File: config.mk
export PLATFORM = sky130hd
export DESIGN_NAME = hsd_stack_ram
export DESIGN_NICKNAME = d
export VERILOG_FILES = /design/src/rtl/hsd_pkg.sv /design/src/rtl/hsd_stack_ram.sv
export SDC_FILE = /design/constraint.sdc
export NUM_CORES = 2
export LEC_CHECK = 0
export BUFFER_PORTS_ARGS = -buffer_cell sky130_fd_sc_hd__clkbuf_2
export CORE_MARGIN = 5
export CORE_UTILIZATION = 50
export DETAILED_ROUTE_END_ITERATION = 6
export GPL_ROUTABILITY_DRIVEN = 0
export PLACE_DENSITY = 0.65
export SLEW_MARGIN = 20
export SYNTH_ARGS = -nofsm -noshare
export SYNTH_HDL_FRONTEND = slang
export SYNTH_SLANG_ARGS = --single-unit
export TNS_END_PERCENT = 50
File: constraint.sdc
create_clock -name clk -period 3.1 [get_ports clk]
set_clock_uncertainty 0.05 [all_clocks]
set_input_delay 0.62 -clock clk [delete_from_list [all_inputs] [get_ports clk]]
set_output_delay 0.62 -clock clk [all_outputs]
set_load 0.02 [all_outputs]
File: src/rtl/hsd_pkg.sv
`default_nettype none

package hsd_pkg;

	localparam int IDX_W = 9;
	localparam int SYM_W = 8;
	localparam int REP_W = 32;

	localparam logic [1:0] ERR_NONE  = 2'd0;
	localparam logic [1:0] ERR_TREE  = 2'd1;
	localparam logic [1:0] ERR_TRUNC = 2'd2;

	typedef struct packed {
		logic [SYM_W-1:0] data_byte;
		logic             stream_end;
	} comp_item_t;

	typedef struct packed {
		logic [SYM_W-1:0] symbol;
		logic [REP_W-1:0] repeat_count;
		logic             final_symbol;
		logic             run_last;
		logic [1:0]       error_code;
	} dec_item_t;

	// A leaf keeps its symbol in the low bits of the right field.
	typedef struct packed {
		logic             leaf;
		logic [IDX_W-1:0] left;
		logic [IDX_W-1:0] right;
	} node_entry_t;

	typedef struct packed {
		logic      push;
		dec_item_t item;
		logic      flush;
		logic      trunc;
	} emit_ctl_t;

	typedef struct packed {
		logic push_ok;
		logic out_free;
	} emit_sts_t;

endpackage

`default_nettype wire

File: src/rtl/hsd_stack_ram.sv
`default_nettype none

module hsd_stack_ram import hsd_pkg::*; #(
	parameter int DEPTH = 256
) (
	input  logic                     clk,
	input  logic                     we,
	input  logic [$clog2(DEPTH)-1:0] waddr,
	input  logic [IDX_W-1:0]         wdata,
	input  logic                     re,
	input  logic [$clog2(DEPTH)-1:0] raddr,
	output logic [IDX_W-1:0]         rdata
);

	logic [IDX_W-1:0] mem [DEPTH];

	always_ff @(posedge clk) begin
		if (we) begin
			mem[waddr] <= wdata;
		end
		if (re) begin
			rdata <= mem[raddr];
		end
	end

endmodule

`default_nettype wire

==> qor.txt <==
kind of critical path: input pin to flop
synth top area cells: edfxtp_1 78%, mux4_2 12%, mux2i_1 2.0%, a22oi_1 1.5%, nor2_1 1.3%
die area: 187000 um^2
postcts setup bufs: 0
Worst Path Required: 3.61 ns
num rows: 155
count of cell types in the netlist: 56
Final setup viols: 0
Net Count, Synth: 4265
share of cells above drive strength 1: 0.301
clk buf depth: 3
Initial DRC Count: 6228
Worst Hold Class: input pin to flop
initial core utilization: 0.502
Final Hold Fails: 0
largest net degree at the start of global routing: 97
Max-Cap Viols: 0
post-layout util: 0.587
cell mode on critical path: buf_4
first drt pass iteration count: 6
nets: 4964
vias in the first global route: 46500
Setup crit start kind: input pin
worst-case reg-to-reg path depth: 8
Least-Margin Pin Slew: 0.909 ns
LEAKAGE: 33.8 nW
CTS Buf Count: 221
Avg Inst Size Synth: 21.1 um^2
Synthesis Warnings: 0
CTS Sinks: 2313
Post-Route WL: 227000 um
Synth Flop Type: edfxtp_1
min Tclk post-route: 3.08 ns
EDFF count, synth: 2313
Netlist Area Pre-Place: 89400 um^2
PwrDens: 616 nW/um^2
Synth async-reset ratio: 0
CTS tree: done
period utilization: 0.993
GRT Residual Overflow: 0
Crit. Startpoint: raddr[0]
worst vdd rail ir drop: 0.510 mV
CTS clk-pin slew, worst paths: 0.06 ns
Slowest cell on crit path: mux4_2
port buffer count: 36
r2r startpoint: mem[208][0]$_DFFE_PP_
Setup TNS: 0 ns
hold_sp: wdata[6]
Seq/Total Area, Yosys: 0.777
maximum clock rate: 325 MHz
clock latency on the worst-skew pair: 0.86 ns
Die Ht: 433 um
first-pass GRT wire length: 330000 um
outcome: finished clean
Min-Delay Path Depth: 1
Crit Path Max Fanout: 13
total track usage: 0.245
post-route ant nets: 0
area delta synth->final: 16.9%
worst-path cell chain: buf_8, buf_12, buf_4, mux4_2, a22o_1, a221oi_1, buf_4, o32ai_1, nor3_1, buf_4, nor4_1
CP peak stage delay: 0.53 ns
Crit path arrival time: 3.59 ns
die width: 433 um
I/O Pins: 37
# DRC: 0
flop and latch count out of synthesis: 2313
cell with the most instances after synthesis: edfxtp_1
vias per cell: 6.18
Synth top cells by count: 2313 x edfxtp_1, 467 x mux4_2, 305 x nor2_1
H-tree levels: 4
root buffer selected by CTS: clkbuf_16
routed vias: 46154
post-synth top area share: 0.777
initial antenna violation count: 15
Worst slew margin: 0.388
hpwl dp: 146000 um
Cells after Synth: 4237
post-CTS sizing: 0
Synth area leader: edfxtp_1
crit path capture type: flop
Hold Buf Count CTS: 0
DR WL/cell: 30.4 um
area of the core: 178000 um^2
RSZ-0062 raised after global routing: false
Slew Limit Fails: 0
registers in the layout (all words and copies together), names as in the netlist:
| name | cells |
|---|---|
| rdata | 9 |
| mem | 2304 |
area by class of cell:
class	count	area (um^2)
flip-flops and latches	2313	69500
fillers	12732	73500
repair buffers	735	6600
well taps	2355	2950
diodes	2	5.00
clock buffers	272	5740
inverters	2	7.51
clock inverters	132	1330
multi-input cells	1663	18400
layout by cell type (no fill, tap or decap), types with 7 or more instances in the layout:
cell,Yosys,layout
a211oi_1,26,26
a21oi_1,98,98
a221oi_1,11,11
a22o_1,8,8
a22oi_1,174,174
a31oi_1,10,10
buf_12,5,85
buf_4,28,615
buf_8,12,9
bufinv_16,0,20
clkbuf_1,120,50
clkbuf_16,0,222
clkbuf_2,0,24
clkinv_1,1,55
clkinv_2,0,32
clkinvlp_4,0,7
edfxtp_1,2313,2313
inv_6,0,7
mux2_2,21,21
mux2i_1,177,177
mux4_1,9,9
mux4_2,467,467
nand2_1,40,40
nand2b_1,9,9
nand3_1,31,28
nand4_1,11,11
nor2_1,305,303
nor2b_1,28,24
nor3_1,21,21
nor4_1,27,27
o21ai_0,31,31
o221ai_1,35,35
o22ai_1,65,65
o31a_1,8,8
worst paths after layout:
check / to / slack, ns
max: rdata[0]$_DFFE_PP_ / 0.02
min reg2reg: rdata[8]$_DFFE_PP_ / 1.03
max reg2reg: rdata[0]$_DFFE_PP_ / 0.10
min: mem[98][6]$_DFFE_PP_ / 0.09
logic make-up (layout without fill, tap and decap cells):
kind of cell | count (synthesis) | after routing | synth area share
other | 0 | 2 | 0
multiplexers | 674 | 674 | 0.143
flip-flops | 2313 | 2313 | 0.777
AO/OA/AOI/OAI | 489 | 489 | 0.0375
AND/OR/NAND/NOR | 500 | 500 | 0.0250
buffers and inverters | 261 | 1141 | 0.0175
through the flow:
| step | hold WS, ns | total power, mW | setup WS, ns | cells | instance area [um^2] |
|---|---|---|---|---|---|
| final | 0.0948 | 64.4 | 0.0221 | 7474 | 105000 |
| after global routing | 0.0633 | 66.4 | 0.0142 | 7472 | 104000 |
| after CTS | 0.0305 | 64.8 | 0.121 | 7472 | 104000 |
| after detailed placement | 0.960 | 38.7 | -0.802 | 7068 | 97400 |
| after global placement | 0.959 | 38.7 | -0.838 | 7067 | 97400 |
| after floorplan | 0.669 | 36.8 | 0.468 | 4237 | 89400 |
critical path: cells and delay by family:
| kind | cells | cell delay [ns] |
|---|---|---|
| AND/OR/NAND/NOR | 2 | 0.47 |
| multiplexers | 1 | 0.53 |
| buffers and inverters | 5 | 1.12 |
| AO/OA/AOI/OAI | 3 | 0.81 |
routing by layer:
metal | share of wire | track usage | routed length, um | vias to the layer above
met5 | 0.00027 | 0 | 61 | -
met4 | 0.033 | 0.0753 | 7390 | 10
met3 | 0.090 | 0.0480 | 20500 | 391
met2 | 0.48 | 0.382 | 108000 | 2233
met1 | 0.40 | 0.354 | 91200 | 24307
li1 | - | - | - | 19213
power breakdown:
part / internal [mW] / switching [mW] / total [mW]
registers: 34.5 / 0.0508 / 34.5
clock network: 14.8 / 11.5 / 26.4
logic: 1.37 / 2.15 / 3.52
total: 50.7 / 13.7 / 64.4
(Power assumes the default switching activity.)
