--- src/rtl/hsd_pkg.sv ---
`default_nettype none

package hsd_pkg;

	localparam int IDX_W = 9;
	localparam int SYM_W = 8;
	localparam int REP_W = 32;

	localparam logic [1:0] ERR_NONE  = 2'd0;
	localparam logic [1:0] ERR_TREE  = 2'd1;
	localparam logic [1:0] ERR_TRUNC = 2'd2;

	typedef struct packed {
		logic [SYM_W-1:0] data_byte;
		logic             stream_end;
	} comp_item_t;

	typedef struct packed {
		logic [SYM_W-1:0] symbol;
		logic [REP_W-1:0] repeat_count;
		logic             final_symbol;
		logic             run_last;
		logic [1:0]       error_code;
	} dec_item_t;

	// A leaf keeps its symbol in the low bits of the right field.
	typedef struct packed {
		logic             leaf;
		logic [IDX_W-1:0] left;
		logic [IDX_W-1:0] right;
	} node_entry_t;

	typedef struct packed {
		logic      push;
		dec_item_t item;
		logic      flush;
		logic      trunc;
	} emit_ctl_t;

	typedef struct packed {
		logic push_ok;
		logic out_free;
	} emit_sts_t;

endpackage

`default_nettype wire

--- src/rtl/hsd_out_stage.sv ---
`default_nettype none

module hsd_out_stage import hsd_pkg::*; (
	input  logic      clk,
	input  logic      arst_n,
	input  emit_ctl_t ctl,
	output emit_sts_t sts,
	output logic      valid,
	input  logic      stall,
	output dec_item_t data
);

	logic      out_valid_q;
	logic      hold_valid_q;
	dec_item_t out_q;
	dec_item_t hold_q;
	dec_item_t last_item;
	logic      out_free;

	// The newest result of a byte waits in the hold slot until it is known
	// whether it is the last one of that byte.
	assign out_free     = !out_valid_q || !stall;
	assign sts.out_free = out_free;
	assign sts.push_ok  = !hold_valid_q || out_free;
	assign valid        = out_valid_q;
	assign data         = out_q;

	always_comb begin
		last_item          = hold_q;
		last_item.run_last = 1'b1;
		if (ctl.trunc) begin
			last_item.error_code = ERR_TRUNC;
		end
	end

	always_ff @(posedge clk or negedge arst_n) begin
		if (!arst_n) begin
			out_valid_q  <= 1'b0;
			hold_valid_q <= 1'b0;
		end else if (ctl.push) begin
			hold_valid_q <= 1'b1;
			if (hold_valid_q) begin
				out_valid_q <= 1'b1;
			end else if (!stall) begin
				out_valid_q <= 1'b0;
			end
		end else if (ctl.flush) begin
			hold_valid_q <= 1'b0;
			if (hold_valid_q || ctl.trunc) begin
				out_valid_q <= 1'b1;
			end else if (!stall) begin
				out_valid_q <= 1'b0;
			end
		end else if (!stall) begin
			out_valid_q <= 1'b0;
		end
	end

	always_ff @(posedge clk) begin
		if (ctl.push) begin
			hold_q <= ctl.item;
			if (hold_valid_q) begin
				out_q <= hold_q;
			end
		end else if (ctl.flush) begin
			if (hold_valid_q) begin
				out_q <= last_item;
			end else begin
				out_q <= '{symbol: '0, repeat_count: '0, final_symbol: 1'b0,
					run_last: 1'b1, error_code: ERR_TRUNC};
			end
		end
	end

endmodule

`default_nettype wire

--- config.mk ---
export PLATFORM = sky130hd
export DESIGN_NAME = hsd_out_stage
export DESIGN_NICKNAME = d
export VERILOG_FILES = /design/src/rtl/hsd_pkg.sv /design/src/rtl/hsd_out_stage.sv
export SDC_FILE = /design/constraint.sdc
export NUM_CORES = 1
export LEC_CHECK = 0
export BUFFER_PORTS_ARGS = -buffer_cell sky130_fd_sc_hd__buf_2
export CAP_MARGIN = 0
export CELL_PAD_IN_SITES_DETAIL_PLACEMENT = 1
export CELL_PAD_IN_SITES_GLOBAL_PLACEMENT = 2
export CORE_ASPECT_RATIO = 1.1
export CORE_UTILIZATION = 33
export DETAILED_ROUTE_END_ITERATION = 8
export PLACE_DENSITY_LB_ADDON = 0.1
export SETUP_SLACK_MARGIN = 0.1
export SYNTH_ARGS = -nofsm -noshare
export SYNTH_HDL_FRONTEND = slang
export SYNTH_SLANG_ARGS = --single-unit
--- constraint.sdc ---
create_clock -name clk -period 2.65 [get_ports clk]
set_clock_uncertainty 0.2 [all_clocks]
set_input_delay 0.265 -clock clk [delete_from_list [all_inputs] [get_ports clk]]
set_output_delay 0.265 -clock clk [all_outputs]
set_load 0.03 [all_outputs]
==> summary.txt <==
Outcome
  – Outcome: finished, final reports clean

Timing
  – Max-slew violation count: 0
  – Portion of the clock cycle consumed by the worst path in the final layout: 0.645
  – FMAX: about 0.59 GHz
  – Number of hold violations in the final report: 0
  – Final Critical Period: about 1.7 ns
  – Fin Setup TNS: 0 ns
  – Headroom to the max-slew limit: 0.545
  – Tightest hold margin: 0.0264 ns
  – Final setup vio count: 0
  – Transition time of the tightest slew-check pin: between 0.6 and 0.7 ns
  – RSZ-0062 raised after global routing: no

Finish
  – Final layout net count: about 360
  – Non-filler instance count after layout: 427
  – Area overhead of the layout relative to synthesis: 40.7%
  – Post-route standard cell area excluding fillers: around 4500 um2
  – Final standard cell utilization of the core: 0.480
  – Diode insertion count for antenna repair: 0
  – Layout cells sized above 1: 0.513

Global routing
  – Vias in the first global route: between 1.5k and 2k
  – First-pass GRT wire length: approximately 9100 um
  – Overflow left after global routing: 0
  – Antenna violations before repair: 0
  – Largest net degree at the start of global routing: 28
  – Total track usage: 0.127

Logic synthesis
  – Synthesized netlist cell count: approximately 150
  – Number of warnings issued by yosys: 0
  – Net count after synthesis: between 200 and 250
  – FF+latch count, synth: 90
  – Count of distinct cell types in the synthesized netlist: 17
  – Share of the yosys chip area belonging to registers: 0.845
  – Netlist Area Pre-Place: 3190 um2
  – Synth Area per Inst: approximately 21 um2

Routing
  – Routed wirelength normalized by instance count: about 14 um
  – Detailed router's first-iteration violation count: 57
  – Number of detailed-route iterations in the first pass: 4
  – Number of vias per cell after detailed routing: ~4.2
  – DRC: 0
  – Antenna violation net count after detailed routing: 0
  – Met3 routed WL: ~270 um
  – Final Routed Wirelength: ~6000 um
  – Met2 routed wirelength: 3220 um
  – Highest Signal Layer: met4
  – Routed vias: about 1.8k
  – Post-route met1 wirelength: ~2400 um

Clock network
  – Clock-pin slew of the registers on the worst-case setup and hold paths: about 0.090 ns
  – Number of buffers created by CTS: 9
  – Cts repair resizes: 0
  – Hold-fix buffers, CTS: 47
  – CTS H-tree depth: 3
  – Sinks on Clock Net: 90
  – Worst skew pair latency: around 0.34 ns
  – Clock tree from TritonCTS: yes
  – Buffer levels on the longest clock path: 2
  – Buffer count from post-CTS setup fixing: 0
  – Cell chosen for the clock root: sky130_fd_sc_hd__clkbuf_8

Floorplanning
  – Die outline height: roughly 110 um
  – Die area: approximately 10000 um2
  – Area of the core region: 9350 um2
  – Io pins: 97
  – Die boundary width: between 90 and 100 um
  – Row cnt: 37
  – Initial core utilization: 0.341

Placed design
  – Standard cell area after detailed placement: ~3800 um2
  – Cell count after placement: roughly 360
  – Count of buffers from port buffering: 96
  – GP Congestion: about 0.68
  – Dpl hpwl: approximately 3800 um

Worst setup path
  – Data arrival, critical path: approximately 1.6 ns
  – Kind of launch point of the worst setup path: flop
  – Required @ worst endpoint: 2.50 ns
  – Endpoint kind of the worst setup timing path: flop
  – CP Max Fanout: 25
  – CP Class: reg -> reg

Power
  – Worst IR drop on VDD: 0.000247 V
  – Pleak: ~1.8 nW
  – Power density over cell area: between 600 and 700 nW/um2

Worst hold path
  – Min-Delay Path Class: in -> async

Run
  – MaxCap Viol Count: 0
-- area by class of cell --
class                   count  area [um2]
well taps                 117         146
multi-input cells          54         447
inverters                   2        7.51
clock inverters             7        68.8
fillers                   941        4860
repair buffers            148        1000
flip-flops and latches     90        2690
clock buffers               9         124
-- report_power, final --
part	internal (mW)	leakage (nW)	switching, mW
combinational	0.168	0.803	0.249
clock	0.434	0.0970	0.475
sequential	1.71	0.888	0.0314
total	2.31	1.79	0.756
-- cell families (layout without fill, tap and decap cells) --
family | count (synthesis) | in the layout | synth area share
AND/OR/NAND/NOR | 50 | 50 | 0.129
AO/OA/AOI/OAI | 4 | 4 | 0.00746
buffers and inverters | 7 | 166 | 0.0188
flip-flops | 90 | 90 | 0.845
-- metal layers --
layer,up-vias,GRT usage
met5,-,0
met4,0,0.0608
met3,14,0.0291
met2,60,0.228
met1,859,0.138
li1,855,-
-- flip-flops by register name (all words and copies together) (netlist names) --
register      count
valid             1
data             44
hold_q           44
hold_valid_q      1
-- metrics by stage --
stage,power [mW],worst slack (ns)
after floorplan,2.00,0.558
after global routing,3.19,0.859
after global placement,2.14,0.773
final,3.06,0.942
after CTS,3.10,0.900
after detailed placement,2.14,0.769
-- cells in the mapped netlist --
cell type | n | share of area
sky130_fd_sc_hd__a21o_1 | 1 | 0.0024
sky130_fd_sc_hd__a21oi_1 | 1 | 0.0016
sky130_fd_sc_hd__and2b_1 | 1 | 0.0024
sky130_fd_sc_hd__buf_4 | 1 | 0.0024
sky130_fd_sc_hd__buf_6 | 4 | 0.014
sky130_fd_sc_hd__dfrtp_1 | 2 | 0.016
sky130_fd_sc_hd__edfxtp_1 | 88 | 0.83
sky130_fd_sc_hd__inv_1 | 2 | 0.0024
sky130_fd_sc_hd__nand2_1 | 3 | 0.0035
sky130_fd_sc_hd__nand3_1 | 1 | 0.0016
sky130_fd_sc_hd__nor2_4 | 1 | 0.0035
sky130_fd_sc_hd__nor2b_1 | 2 | 0.0039
sky130_fd_sc_hd__nor2b_2 | 40 | 0.11
sky130_fd_sc_hd__o21ai_0 | 1 | 0.0016
sky130_fd_sc_hd__o22ai_1 | 1 | 0.0020
sky130_fd_sc_hd__or2_2 | 1 | 0.0020
sky130_fd_sc_hd__or2b_1 | 1 | 0.0024
-- path summary, 6_finish.rpt --
kind,startpoint,end,slack (ns),depth (start not counted)
worst max-delay path,hold_valid_q,data[27],0.94,3
worst min-delay path,arst_n,valid,0.03,2
worst max register to register,hold_valid_q,data[27],0.94,3
worst min register to register,hold_q[2],data[2],0.32,1
max in group asynchronous,arst_n,hold_valid_q,2.12,2
min in group clk,ctl[1],hold_valid_q,0.08,3
-- worst max-delay path: stages, from the launching register on --
cell	delay, ns
sky130_fd_sc_hd__dfrtp_1	0.51
sky130_fd_sc_hd__nand2_1	0.14
sky130_fd_sc_hd__o21ai_4	0.28
sky130_fd_sc_hd__buf_12	0.27
-- layout by cell type (no fill, tap or decap), drive strengths merged --
| master | n |
|---|---|
| clkinv | 4 |
| bufinv | 1 |
| dfrtp | 2 |
| a21oi | 1 |
| nand3 | 1 |
| edfxtp | 88 |
| clkinvlp | 1 |
| nand2 | 3 |
| a21o | 1 |
| or2b | 1 |
| clkbuf | 9 |
| o21ai | 1 |
| dlygate4sd3 | 47 |
| inv | 3 |
| buf | 101 |
| nor2b | 42 |
| and2b | 1 |
| o22ai | 1 |
| or2 | 1 |
| nor2 | 1 |
Power figures use the tool's default switching activity.
